## src/design/bmet_pkg.sv

```systemverilog
// ----------------------------------------------------------------------------
// bmet_pkg
// Types and constants shared by the brewer current monitor modules.
// ----------------------------------------------------------------------------
`timescale 1ns / 1ps

package bmet_pkg;

	// request function codes
	localparam logic FUNC_TICK   = 1'b0;
	localparam logic FUNC_SAMPLE = 1'b1;

	// message codes
	localparam logic [1:0] MSG_NONE    = 2'd0;
	localparam logic [1:0] MSG_STARTED = 2'd1;
	localparam logic [1:0] MSG_BREW    = 2'd2;
	localparam logic [1:0] MSG_AGE     = 2'd3;

	// configuration register indexes
	localparam logic [1:0] REG_THRESHOLD = 2'd0;
	localparam logic [1:0] REG_SMOOTHING = 2'd1;
	localparam logic [1:0] REG_STALE     = 2'd2;

	// reset values of the configuration registers
	localparam logic [7:0]  THRESHOLD_RST = 8'd128;
	localparam logic [8:0]  SMOOTHING_RST = 9'd51;
	localparam logic [15:0] STALE_RST     = 16'd5400;

	localparam logic [8:0]  SMOOTHING_MAX = 9'd256;
	localparam logic [15:0] SECONDS_MAX   = 16'hFFFF;
	localparam logic [5:0]  SEC_PER_MIN_LAST = 6'd59;
	localparam logic [10:0] MINUTES_MAX   = 11'd1092;

	typedef struct packed {
		logic       func;
		logic [7:0] sample;
	} req_t;

	typedef struct packed {
		logic [1:0]  message;
		logic [10:0] age_minutes;
		logic [7:0]  filtered_level;
	} rsp_t;

	typedef struct packed {
		logic [7:0]  threshold;
		logic [15:0] stale_limit;
	} ctrl_cfg_t;

endpackage

```

## src/design/bmet_ema.sv

```systemverilog
// ----------------------------------------------------------------------------
// bmet_ema
// Moving average update: avg + floor(alpha * (x - avg) / 256).
// ----------------------------------------------------------------------------
`timescale 1ns / 1ps

module bmet_ema (
	input  logic [7:0] sample,
	input  logic [7:0] level,
	input  logic [8:0] smoothing,
	output logic [7:0] level_next
);

	logic [8:0]         alpha;
	logic signed [9:0]  alpha_s;
	logic signed [8:0]  diff_s;
	logic signed [18:0] prod_s;
	logic signed [10:0] sum_s;

	// (a*x + (256-a)*avg) >> 8 folded into a single signed product
	always_comb begin
		alpha   = (smoothing > bmet_pkg::SMOOTHING_MAX) ? bmet_pkg::SMOOTHING_MAX : smoothing;
		alpha_s = signed'({1'b0, alpha});
		diff_s  = signed'({1'b0, sample}) - signed'({1'b0, level});
		prod_s  = alpha_s * diff_s;
		sum_s   = signed'({3'b000, level}) + prod_s[18:8];
		level_next = sum_s[7:0];
	end

endmodule

```

## src/design/bmet_ctrl.sv

```systemverilog
// ----------------------------------------------------------------------------
// bmet_ctrl
// Brewing / age state machine, age counters and message selection.
// ----------------------------------------------------------------------------
`timescale 1ns / 1ps

module bmet_ctrl (
	input  logic                  clk,
	input  logic                  arst_n,
	input  logic                  step,
	input  logic                  func,
	input  logic [7:0]            level_next,
	input  bmet_pkg::ctrl_cfg_t   cfg,
	output logic [7:0]            level,
	output bmet_pkg::rsp_t        result
);

	logic [7:0]  level_q;
	logic        brewing_q;
	logic        fresh_q;
	logic        running_q;
	logic [15:0] sec_q;
	logic [10:0] min_q;
	logic [5:0]  rem_q;

	logic [7:0]  level_d;
	logic        brewing_d;
	logic        fresh_d;
	logic        running_d;
	logic [15:0] sec_d;
	logic [10:0] min_d;
	logic [5:0]  rem_d;

	// minutes are kept alongside seconds so no divide is needed
	always_comb begin
		level_d   = level_q;
		brewing_d = brewing_q;
		fresh_d   = fresh_q;
		running_d = running_q;
		sec_d     = sec_q;
		min_d     = min_q;
		rem_d     = rem_q;
		result.message     = bmet_pkg::MSG_NONE;
		result.age_minutes = '0;
		case (func)
			bmet_pkg::FUNC_TICK: begin
				if (running_q && sec_q != bmet_pkg::SECONDS_MAX) begin
					sec_d = sec_q + 16'd1;
					if (rem_q == bmet_pkg::SEC_PER_MIN_LAST) begin
						rem_d = '0;
						min_d = min_q + 11'd1;
					end else begin
						rem_d = rem_q + 6'd1;
					end
				end
			end
			bmet_pkg::FUNC_SAMPLE: begin
				level_d = level_next;
				if (level_next > cfg.threshold) begin
					if (!brewing_q) begin
						brewing_d = 1'b1;
						fresh_d   = 1'b1;
						result.message = bmet_pkg::MSG_STARTED;
					end
				end else begin
					if (fresh_q) begin
						sec_d     = '0;
						min_d     = '0;
						rem_d     = '0;
						running_d = 1'b1;
						fresh_d   = 1'b0;
					end
					if (brewing_q && sec_d > cfg.stale_limit) begin
						running_d = 1'b0;
						brewing_d = 1'b0;
						result.message = bmet_pkg::MSG_BREW;
					end else if (brewing_q) begin
						result.message     = bmet_pkg::MSG_AGE;
						result.age_minutes = min_d;
					end
				end
			end
			default: begin
			end
		endcase
		result.filtered_level = level_d;
	end

	always_ff @(posedge clk or negedge arst_n) begin
		if (!arst_n) begin
			level_q   <= '0;
			brewing_q <= 1'b0;
			fresh_q   <= 1'b0;
			running_q <= 1'b0;
			sec_q     <= '0;
			min_q     <= '0;
			rem_q     <= '0;
		end else if (step) begin
			level_q   <= level_d;
			brewing_q <= brewing_d;
			fresh_q   <= fresh_d;
			running_q <= running_d;
			sec_q     <= sec_d;
			min_q     <= min_d;
			rem_q     <= rem_d;
		end
	end

	assign level = level_q;

	a_rem_range: assert property (@(posedge clk) disable iff (!arst_n)
		rem_q <= bmet_pkg::SEC_PER_MIN_LAST)
		else $error("seconds-in-minute counter out of range");

	a_min_range: assert property (@(posedge clk) disable iff (!arst_n)
		min_q <= bmet_pkg::MINUTES_MAX)
		else $error("minute counter beyond saturated age");

	a_fresh_brewing: assert property (@(posedge clk) disable iff (!arst_n)
		fresh_q |-> brewing_q)
		else $error("fresh flag set outside a brew");

	a_sec_sat: assert property (@(posedge clk) disable iff (!arst_n)
		(sec_q == bmet_pkg::SECONDS_MAX && !fresh_q) |=> sec_q == bmet_pkg::SECONDS_MAX)
		else $error("saturated age counter moved");

endmodule

```

## src/design/brew_monitor_ema_threshold.sv

```systemverilog
// ----------------------------------------------------------------------------
// brew_monitor_ema_threshold
// Brewer supply current monitor: moving average, brew state and coffee age.
// ----------------------------------------------------------------------------
// Usage:
//   req channel (req_valid/req_ready/req_data) carries one request: func 1 is
//   a current sample, func 0 a one-second tick.
//   rsp channel (rsp_valid/rsp_ready/rsp_data) returns exactly one response
//   per request, in order: message code, age in minutes, filtered level.
//   cfg channel writes threshold (0), smoothing (1), stale limit (2); it is
//   always ready and should be used only while no request is in flight.
//   Path: input register, then response register; rsp_valid rises as the
//   request enters the response register, once any held response is taken.
//   Throughput: one request per cycle while rsp_ready is high; the whole
//   update is one pass through the average multiplier and compare logic.
//   A stalled rsp_ready holds the response register; one more request can
//   sit in the input register, after which req_ready drops.
//   Reset clears the average, flags and age counters and loads the default
//   configuration; no clearing pass is needed.
// ----------------------------------------------------------------------------
`timescale 1ns / 1ps

module brew_monitor_ema_threshold (
	input  logic             clk,
	input  logic             arst_n,
	input  logic             req_valid,
	output logic             req_ready,
	input  bmet_pkg::req_t   req_data,
	output logic             rsp_valid,
	input  logic             rsp_ready,
	output bmet_pkg::rsp_t   rsp_data,
	input  logic             cfg_valid,
	output logic             cfg_ready,
	input  logic [1:0]       cfg_index,
	input  logic [15:0]      cfg_data
);

	logic [7:0]          threshold_q;
	logic [8:0]          smoothing_q;
	logic [15:0]         stale_q;
	bmet_pkg::ctrl_cfg_t ctrl_cfg;

	bmet_pkg::req_t req_s1;
	logic           req_valid_s1;
	bmet_pkg::rsp_t rsp_q;
	logic           rsp_valid_q;

	logic           advance;
	logic [7:0]     level;
	logic [7:0]     level_next;
	bmet_pkg::rsp_t result;

	assign cfg_ready = 1'b1;

	always_ff @(posedge clk or negedge arst_n) begin
		if (!arst_n) begin
			threshold_q <= bmet_pkg::THRESHOLD_RST;
			smoothing_q <= bmet_pkg::SMOOTHING_RST;
			stale_q     <= bmet_pkg::STALE_RST;
		end else if (cfg_valid) begin
			case (cfg_index)
				bmet_pkg::REG_THRESHOLD: threshold_q <= cfg_data[7:0];
				bmet_pkg::REG_SMOOTHING: smoothing_q <= cfg_data[8:0];
				bmet_pkg::REG_STALE:     stale_q     <= cfg_data;
				default: begin
				end
			endcase
		end
	end

	assign ctrl_cfg.threshold   = threshold_q;
	assign ctrl_cfg.stale_limit = stale_q;

	// item moves from input register to response register
	assign advance   = req_valid_s1 && (!rsp_valid_q || rsp_ready);
	assign req_ready = !req_valid_s1 || advance;

	always_ff @(posedge clk or negedge arst_n) begin
		if (!arst_n) begin
			req_valid_s1 <= 1'b0;
		end else if (req_ready) begin
			req_valid_s1 <= req_valid;
		end
	end

	always_ff @(posedge clk) begin
		if (req_ready && req_valid) begin
			req_s1 <= req_data;
		end
	end

	bmet_ema u_ema (
		.sample     (req_s1.sample),
		.level      (level),
		.smoothing  (smoothing_q),
		.level_next (level_next)
	);

	bmet_ctrl u_ctrl (
		.clk        (clk),
		.arst_n     (arst_n),
		.step       (advance),
		.func       (req_s1.func),
		.level_next (level_next),
		.cfg        (ctrl_cfg),
		.level      (level),
		.result     (result)
	);

	always_ff @(posedge clk or negedge arst_n) begin
		if (!arst_n) begin
			rsp_valid_q <= 1'b0;
		end else if (advance) begin
			rsp_valid_q <= 1'b1;
		end else if (rsp_ready) begin
			rsp_valid_q <= 1'b0;
		end
	end

	always_ff @(posedge clk) begin
		if (advance) begin
			rsp_q <= result;
		end
	end

	assign rsp_valid = rsp_valid_q;
	assign rsp_data  = rsp_q;

endmodule

```

## config.mk

```make
export PLATFORM = sky130hd
export DESIGN_NAME = brew_monitor_ema_threshold
export DESIGN_NICKNAME = d
export VERILOG_FILES = /design/src/design/bmet_pkg.sv /design/src/design/bmet_ema.sv /design/src/design/bmet_ctrl.sv /design/src/design/brew_monitor_ema_threshold.sv
export SDC_FILE = /design/constraint.sdc
export NUM_CORES = 1
export LEC_CHECK = 0
export BUFFER_PORTS_ARGS = -buffer_cell sky130_fd_sc_hd__buf_4
export CAP_MARGIN = 10
export CORE_MARGIN = 2
export CORE_UTILIZATION = 51
export CTS_CLUSTER_DIAMETER = 120
export DETAILED_ROUTE_END_ITERATION = 6
export PLACE_DENSITY = 0.73
export SLEW_MARGIN = 15
export SYNTH_ARGS = -nofsm -noshare
export SYNTH_HDL_FRONTEND = slang
export SYNTH_SLANG_ARGS = --single-unit
```

## constraint.sdc

```tcl
create_clock -name clk -period 17.97 [get_ports clk]
set_clock_uncertainty 0.2 [all_clocks]
set_input_delay 2.6955 -clock clk [delete_from_list [all_inputs] [get_ports clk]]
set_output_delay 2.6955 -clock clk [all_outputs]
set_load 0.005 [all_outputs]
```

After elaboration in Yosys (flattened, before gate mapping)
Cells that the tools add are included.
{"block": "totals", "ff_bits": 109, "input_bits": 32}
{"block": "op_classes", "add_sub_neg": 5, "mul": 1, "magnitude_cmp": 3, "n_eq_ne": 9, "n_mux": 30, "bitwise": 3, "reduce_logical": 22}
{"op": "16-bit 2-to-1 mux", "n": 5}
{"op": "11-bit 2-to-1 mux", "n": 4}
{"op": "16-bit case mux with 2 select lines", "n": 1}
{"op": "6-bit 2-to-1 mux", "n": 4}
{"op": "11-bit case mux with 2 select lines", "n": 1}
{"op": "16-bit by 1-bit adder with 16-bit output, second input constant", "n": 1}
{"op": "16-bit > comparator", "n": 1}
{"op": "10-bit by 9-bit multiplier with 16-bit output", "n": 1}
{"op": "16-bit != test, second input constant", "n": 1}
{"op": "13-bit 2-to-1 mux", "n": 1}
{"op": "6-bit case mux with 2 select lines", "n": 1}
{"op": "4-bit AND reduction", "n": 3}
{"op": "11-bit by 1-bit adder with 11-bit output, second input constant", "n": 1}
{"op": "9-bit > comparator, second input constant", "n": 1}
{"op": "1-bit 2-to-1 mux", "n": 9}
{"op": "9-bit 2-to-1 mux", "n": 1}
{"op": "3-bit AND reduction", "n": 3}
{"op": "8-bit by 8-bit subtractor with 9-bit output", "n": 1}
{"op": "8-bit adder", "n": 1}
{"op": "8-bit > comparator", "n": 1}
{"op": "8-bit 2-to-1 mux", "n": 1}
{"op": "6-bit by 1-bit adder with 6-bit output, second input constant", "n": 1}
{"op": "6-bit equality test, second input constant", "n": 1}
{"op": "2-bit by 1-bit != test with 1-bit output, second input constant", "n": 3}
{"op": "other kinds (12)", "n": 25}

Depth between registers and ports, before layout
{"block": "depth", "depth_word": 11, "depth_mapped": 41, "mapped_depth_nobuf": 40}

Hierarchy
Synthesis repeated with hierarchy kept, for this count alone.
{"block": "unflattened", "cells_unflattened": 843, "area_unflattened_um2": 8569.5}
{"mod": "bmet_ctrl", "instances": 1, "cells_each": 383, "area_per_inst_um2": 3311.9, "seq_area_each_um2": 1101.1}
{"mod": "bmet_ema", "instances": 1, "cells_each": 350, "area_per_inst_um2": 2985.4, "seq_area_each_um2": 0.0}
{"mod": "brew_monitor_ema_threshold", "instances": 1, "cells_each": 110, "area_per_inst_um2": 2272.2, "seq_area_each_um2": 1789.2}

Worst setup path after synthesis
No wires, ideal clock.
{"block": "synth_timing", "path_type": "flip-flop to flip-flop", "start": "reg u_ctrl.level_q[0] (netlist: u_ctrl.level[0])", "end": "reg u_ctrl.min_q[0]", "t_arrival_ns": 8.301, "required_time_ns": 17.645, "path_slack_ns": 9.344, "stages_incl_launch_ff": 38, "period_less_slack_ns": 8.626, "path_cell_list": "dfrtp_1 -> ha_1 -> fa_1 -> nor2b_1 -> o211ai_1 -> nand2_1 -> a21oi_1 -> xnor2_1 -> nand2_1 -> fa_1 -> fa_1 -> inv_1 -> fa_1 -> fa_1 -> inv_1 -> fa_1 -> inv_1 -> ha_1 -> [... 2 more ...] -> o21ai_1 -> a21oi_1 -> nor2b_1 -> nor2_1 -> xnor2_1 -> ha_1 -> or4_1 -> o22ai_1 -> xnor2_1 -> xnor2_1 -> xor2_1 -> ha_1 -> and4_1 -> a221o_1 -> a21oi_2 -> o21ai_2 -> nand2b_1 -> mux2_2"}
{"block": "synth_via", "elab_chain_cells": 6}
{"element": "start, declared", "line": "bmet_ctrl.sv:18", "source": "logic [7:0] level_q;"}
{"element": "start signal, assigned", "line": "bmet_ctrl.sv:99", "source": "level_q <= level_d;"}
{"element": "8-bit by 8-bit subtractor with 9-bit output", "line": "bmet_ema.sv:24", "source": "diff_s = signed'({1'b0, sample}) - signed'({1'b0, level});"}
{"element": "10-bit by 9-bit multiplier with 16-bit output", "line": "bmet_ema.sv:25", "source": "prod_s = alpha_s * diff_s;"}
{"element": "8-bit adder *", "line": "bmet_ema.sv:26", "source": "sum_s = signed'({3'b000, level}) + prod_s[18:8];"}
{"element": "8-bit > comparator *", "line": "bmet_ctrl.sv:59", "source": "if (level_next > cfg.threshold) begin"}
{"element": "2-bit != test (no line) *"}
{"element": "4-bit AND reduction (no line) *"}
{"element": "end signal, assigned", "line": "bmet_ctrl.sv:104", "source": "min_q <= min_d;"}
{"element": "end, declared", "line": "bmet_ctrl.sv:23", "source": "logic [10:0] min_q;"}
Every way passes the cells marked *; elsewhere a longest branch is shown, timed or not.
A chain may end at the register's enable or synchronous reset.

Worst setup path after layout
{"block": "layout_timing", "start": "reg u_ctrl.level_q[0] (netlist: u_ctrl.level[0])", "end": "reg rsp_q (netlist bit rsp_data[11]), data pin"}
{"block": "layout_via", "elab_chain_cells": 5}
{"element": "8-bit by 8-bit subtractor with 9-bit output", "line": "bmet_ema.sv:24"}
{"element": "10-bit by 9-bit multiplier with 16-bit output", "line": "bmet_ema.sv:25"}
{"element": "8-bit adder *", "line": "bmet_ema.sv:26"}
{"element": "8-bit > comparator *", "line": "bmet_ctrl.sv:59"}
{"element": "4-bit OR reduction (no line) *"}
{"element": "end signal, assigned", "line": "brew_monitor_ema_threshold.sv:122", "source": "rsp_q <= result;"}
{"element": "end, declared", "line": "brew_monitor_ema_threshold.sv:45", "source": "bmet_pkg::rsp_t rsp_q;"}
Marked as above.

==> out/results.txt <==
Detailed Route Iter0 Violations: 433
Unrepaired setup endpoints after global routing: no
Fill count: 1460
Least-Margin Pin Slew: 1.07 ns
CP required: 17.99 ns
Avg Cell Area, Syn: 9.86 sq um
Synth Area in Compound Gates: 11.8%
Sequential fraction of the synthesis area: 34.3%
Largest net degree at the start of global routing: 80
Initial Utilization: 51.6%
Worst-path clk slew: 0.07 ns
Setup TNS: 0 ns
Final Hold Vio Count: 0
Simple-gate share of the synthesized area: 16.6%
Latest clock arrival within the worst-skew pair: 0.36 ns
Hold/Removal Path Class: flip-flop to flip-flop
I/O Pins: 56
Final Non-Filler Cells: 1128
Total grt overflow: 0
Die Width: 133 um
Max Cap Viol: 0
Placed insts: 1112
Final Max Slew Viols: 0
Slowest CP cell: a211oi_1
Number of nets with antenna violations after routing: 0
WL final: 18100 um
Area leader, netlist: dfrtp_1
Final Cycle Share: 56.9%
Layout net count: 1064
Vias in the first global route: 6231
Total CTS buffers: 9
Status: completed
Worst setup SP type: flip-flop
CP Data Arrival Time: 10.25 ns
Synthesis-to-finish area growth: 10.5%
Total number of vias: 6157
Post-CTS resize count: 0
CTS Buffer Depth: 2
Async S/R FF share, synth: 72.5%
Core Area: 0.0163 sq mm
Total Routing Usage GR: 21.8%
DIE AREA: 0.0176 sq mm
Portion of netlist area occupied by mux cells: 5.18%
Drc violations: 0
CP Capture Type: flip-flop
H-tree levels: 3
First-pass GRT wire length: 30500 um
Yosys top cell area share: 20.5%
Count of hold buffers inserted by post-cts repair: 0
Die height: 133 um
Rel. slew slack: 28.4%
Synth unique cells: 62
Syn_nets: 1016
Synth Area in Adders: 23.7%
Setup Viol. Count Final: 0
Post-DR wirelength/cell: 16.0 um
Top_reg_cell synth: dfrtp_1
Ranking of synthesized cells by area: dfrtp_1, fa_1, ha_1
Largest family of logic cells by synthesized area: adder cells
Synthesized instance count: 855
CTS tree: yes
Layout cells sized above 1: 15.3%
Max frequency: 0.0978 GHz
Postcts setup bufs: 0
DP HPWL: 13900 um
Post-synth EDFFs: 30
Ant diodes: 0
Final Critical Period: 10.22 ns
Port bufs: 54
Post-synthesis sequential element count: 109
Vias/cell: 5.46
YS warnings: 0
Placer congestion estimate: 0.891
Synthesized-area fraction occupied by xor and xnor cells: 2.60%
Crit Path Max Fanout: 11
Syn Std Cell Area: 0.00843 sq mm
Crit-path max cell delay: 0.88 ns
Clock sink total: 109
Number of antenna violations at the first check in global routing: 0
Drt pass-1 iters: 5
Root Buffer: clkbuf_16
Num rows: 47
WS Path Type: flip-flop to flip-flop
-- synthesized netlist by cell type, drive strengths merged (15+ instances only) --
cell / n
o21ai: 68
fa: 51
inv: 99
edfxtp: 30
a21o: 15
nand2: 61
clkbuf: 15
nor2b: 29
nand3: 20
and2: 18
mux2: 37
a21oi: 23
xnor2: 19
nor2: 66
nand2b: 34
ha: 78
dfrtp: 69
-- cells in the final DEF, fill, tap and decap left out, drive strengths merged, types with 4 or more instances in the layout --
cell type	instances
a21o	15
a21oi	23
a22o	5
a31oi	9
and2	18
and3	11
buf	58
clkbuf	14
dfrtp	69
dfstp	10
edfxtp	30
fa	51
ha	78
inv	99
mux2	37
nand2	61
nand2b	34
nand3	20
nand4	5
nor2	66
nor2b	29
nor3	8
nor3b	4
o211ai	5
o21a	4
o21ai	68
o31ai	7
or2	10
xnor2	19
xor2	6
-- worst paths after layout --
kind,endpoint,cells past startpoint,slack (ns),start
setup / recovery,rsp_data[11],33,7.75,u_ctrl.level[0]
max in group asynchronous,u_ctrl.sec_q[8],1,14.60,arst_n
min in group asynchronous,rsp_valid,1,2.29,arst_n
hold reg to reg,u_ctrl.min_q[10],1,0.30,u_ctrl.min_q[10]
hold / removal,u_ctrl.min_q[10],1,0.30,u_ctrl.min_q[10]
setup reg to reg,rsp_data[11],33,7.75,u_ctrl.level[0]
-- cells by family after synthesis --
family / count (synthesis)
and+or+nand+nor: 277
adders and majority gates: 129
AOI/OAI and AO/OA: 155
muxes: 39
xor gates and xnor gates: 25
other: 1
DFF: 109
buffers and inverters: 120
-- cell type report --
cell class	count	area [sq um]	share of cell area, %
Tap cell	220	275	2.96
Clock inverter	2	16.3	0.175
Clock buffer	14	275	2.96
Timing Repair Buffer	58	435	4.67
Inverter	99	372	3.99
Sequential cell	109	2890	31.0
Multi-Input combinational cell	626	5050	54.2
-- registers in the layout, indices dropped and copies added, names as in the netlist --
name,flops
u_ctrl.rem_q,6
u_ctrl.sec_q,16
u_ctrl.level,8
rsp_valid,1
rsp_data,21
u_ctrl.running_q,1
u_ctrl.fresh_q,1
smoothing_q,9
u_ctrl.min_q,11
u_ctrl.brewing_q,1
req_valid_s1,1
stale_q,16
threshold_q,8
req_s1,9
-- worst max-delay path: cells and delay by family (launching register included) --
family | cells | cell delay, ns
adder cells (fa/ha/maj) | 10 | 3.78
XOR/XNOR | 5 | 1.49
buffers and inverters | 3 | 0.15
AO/OA/AOI/OAI | 6 | 2.20
flip-flops | 1 | 0.43
AND/OR/NAND/NOR | 9 | 1.84
-- through the flow --
stage / area [sq um] / hold WS (ns) / worst slack [ns] / utilization [%]
floorplan: 8430 / 0.242 / 9.34 / -
global placement: 9020 / 0.269 / 8.20 / 55.2
detailed placement: 9020 / 0.269 / 7.92 / 55.2
CTS: 9310 / 0.289 / 7.84 / 57.0
global route: 9310 / 0.319 / 7.12 / 57.0
finish: 9310 / 0.296 / 7.75 / 57.0
-- per-layer routing --
metal	vias up	wire [um]	global-route usage [%]
li1	3000	-	-
met1	2982	8240	29.9
met2	147	8560	35.2
met3	28	902	4.33
met4	0	382	6.63
met5	-	0	0
Power is not shown: default switching activity piles up to over one toggle a cycle in this logic, so the estimate is an artifact.
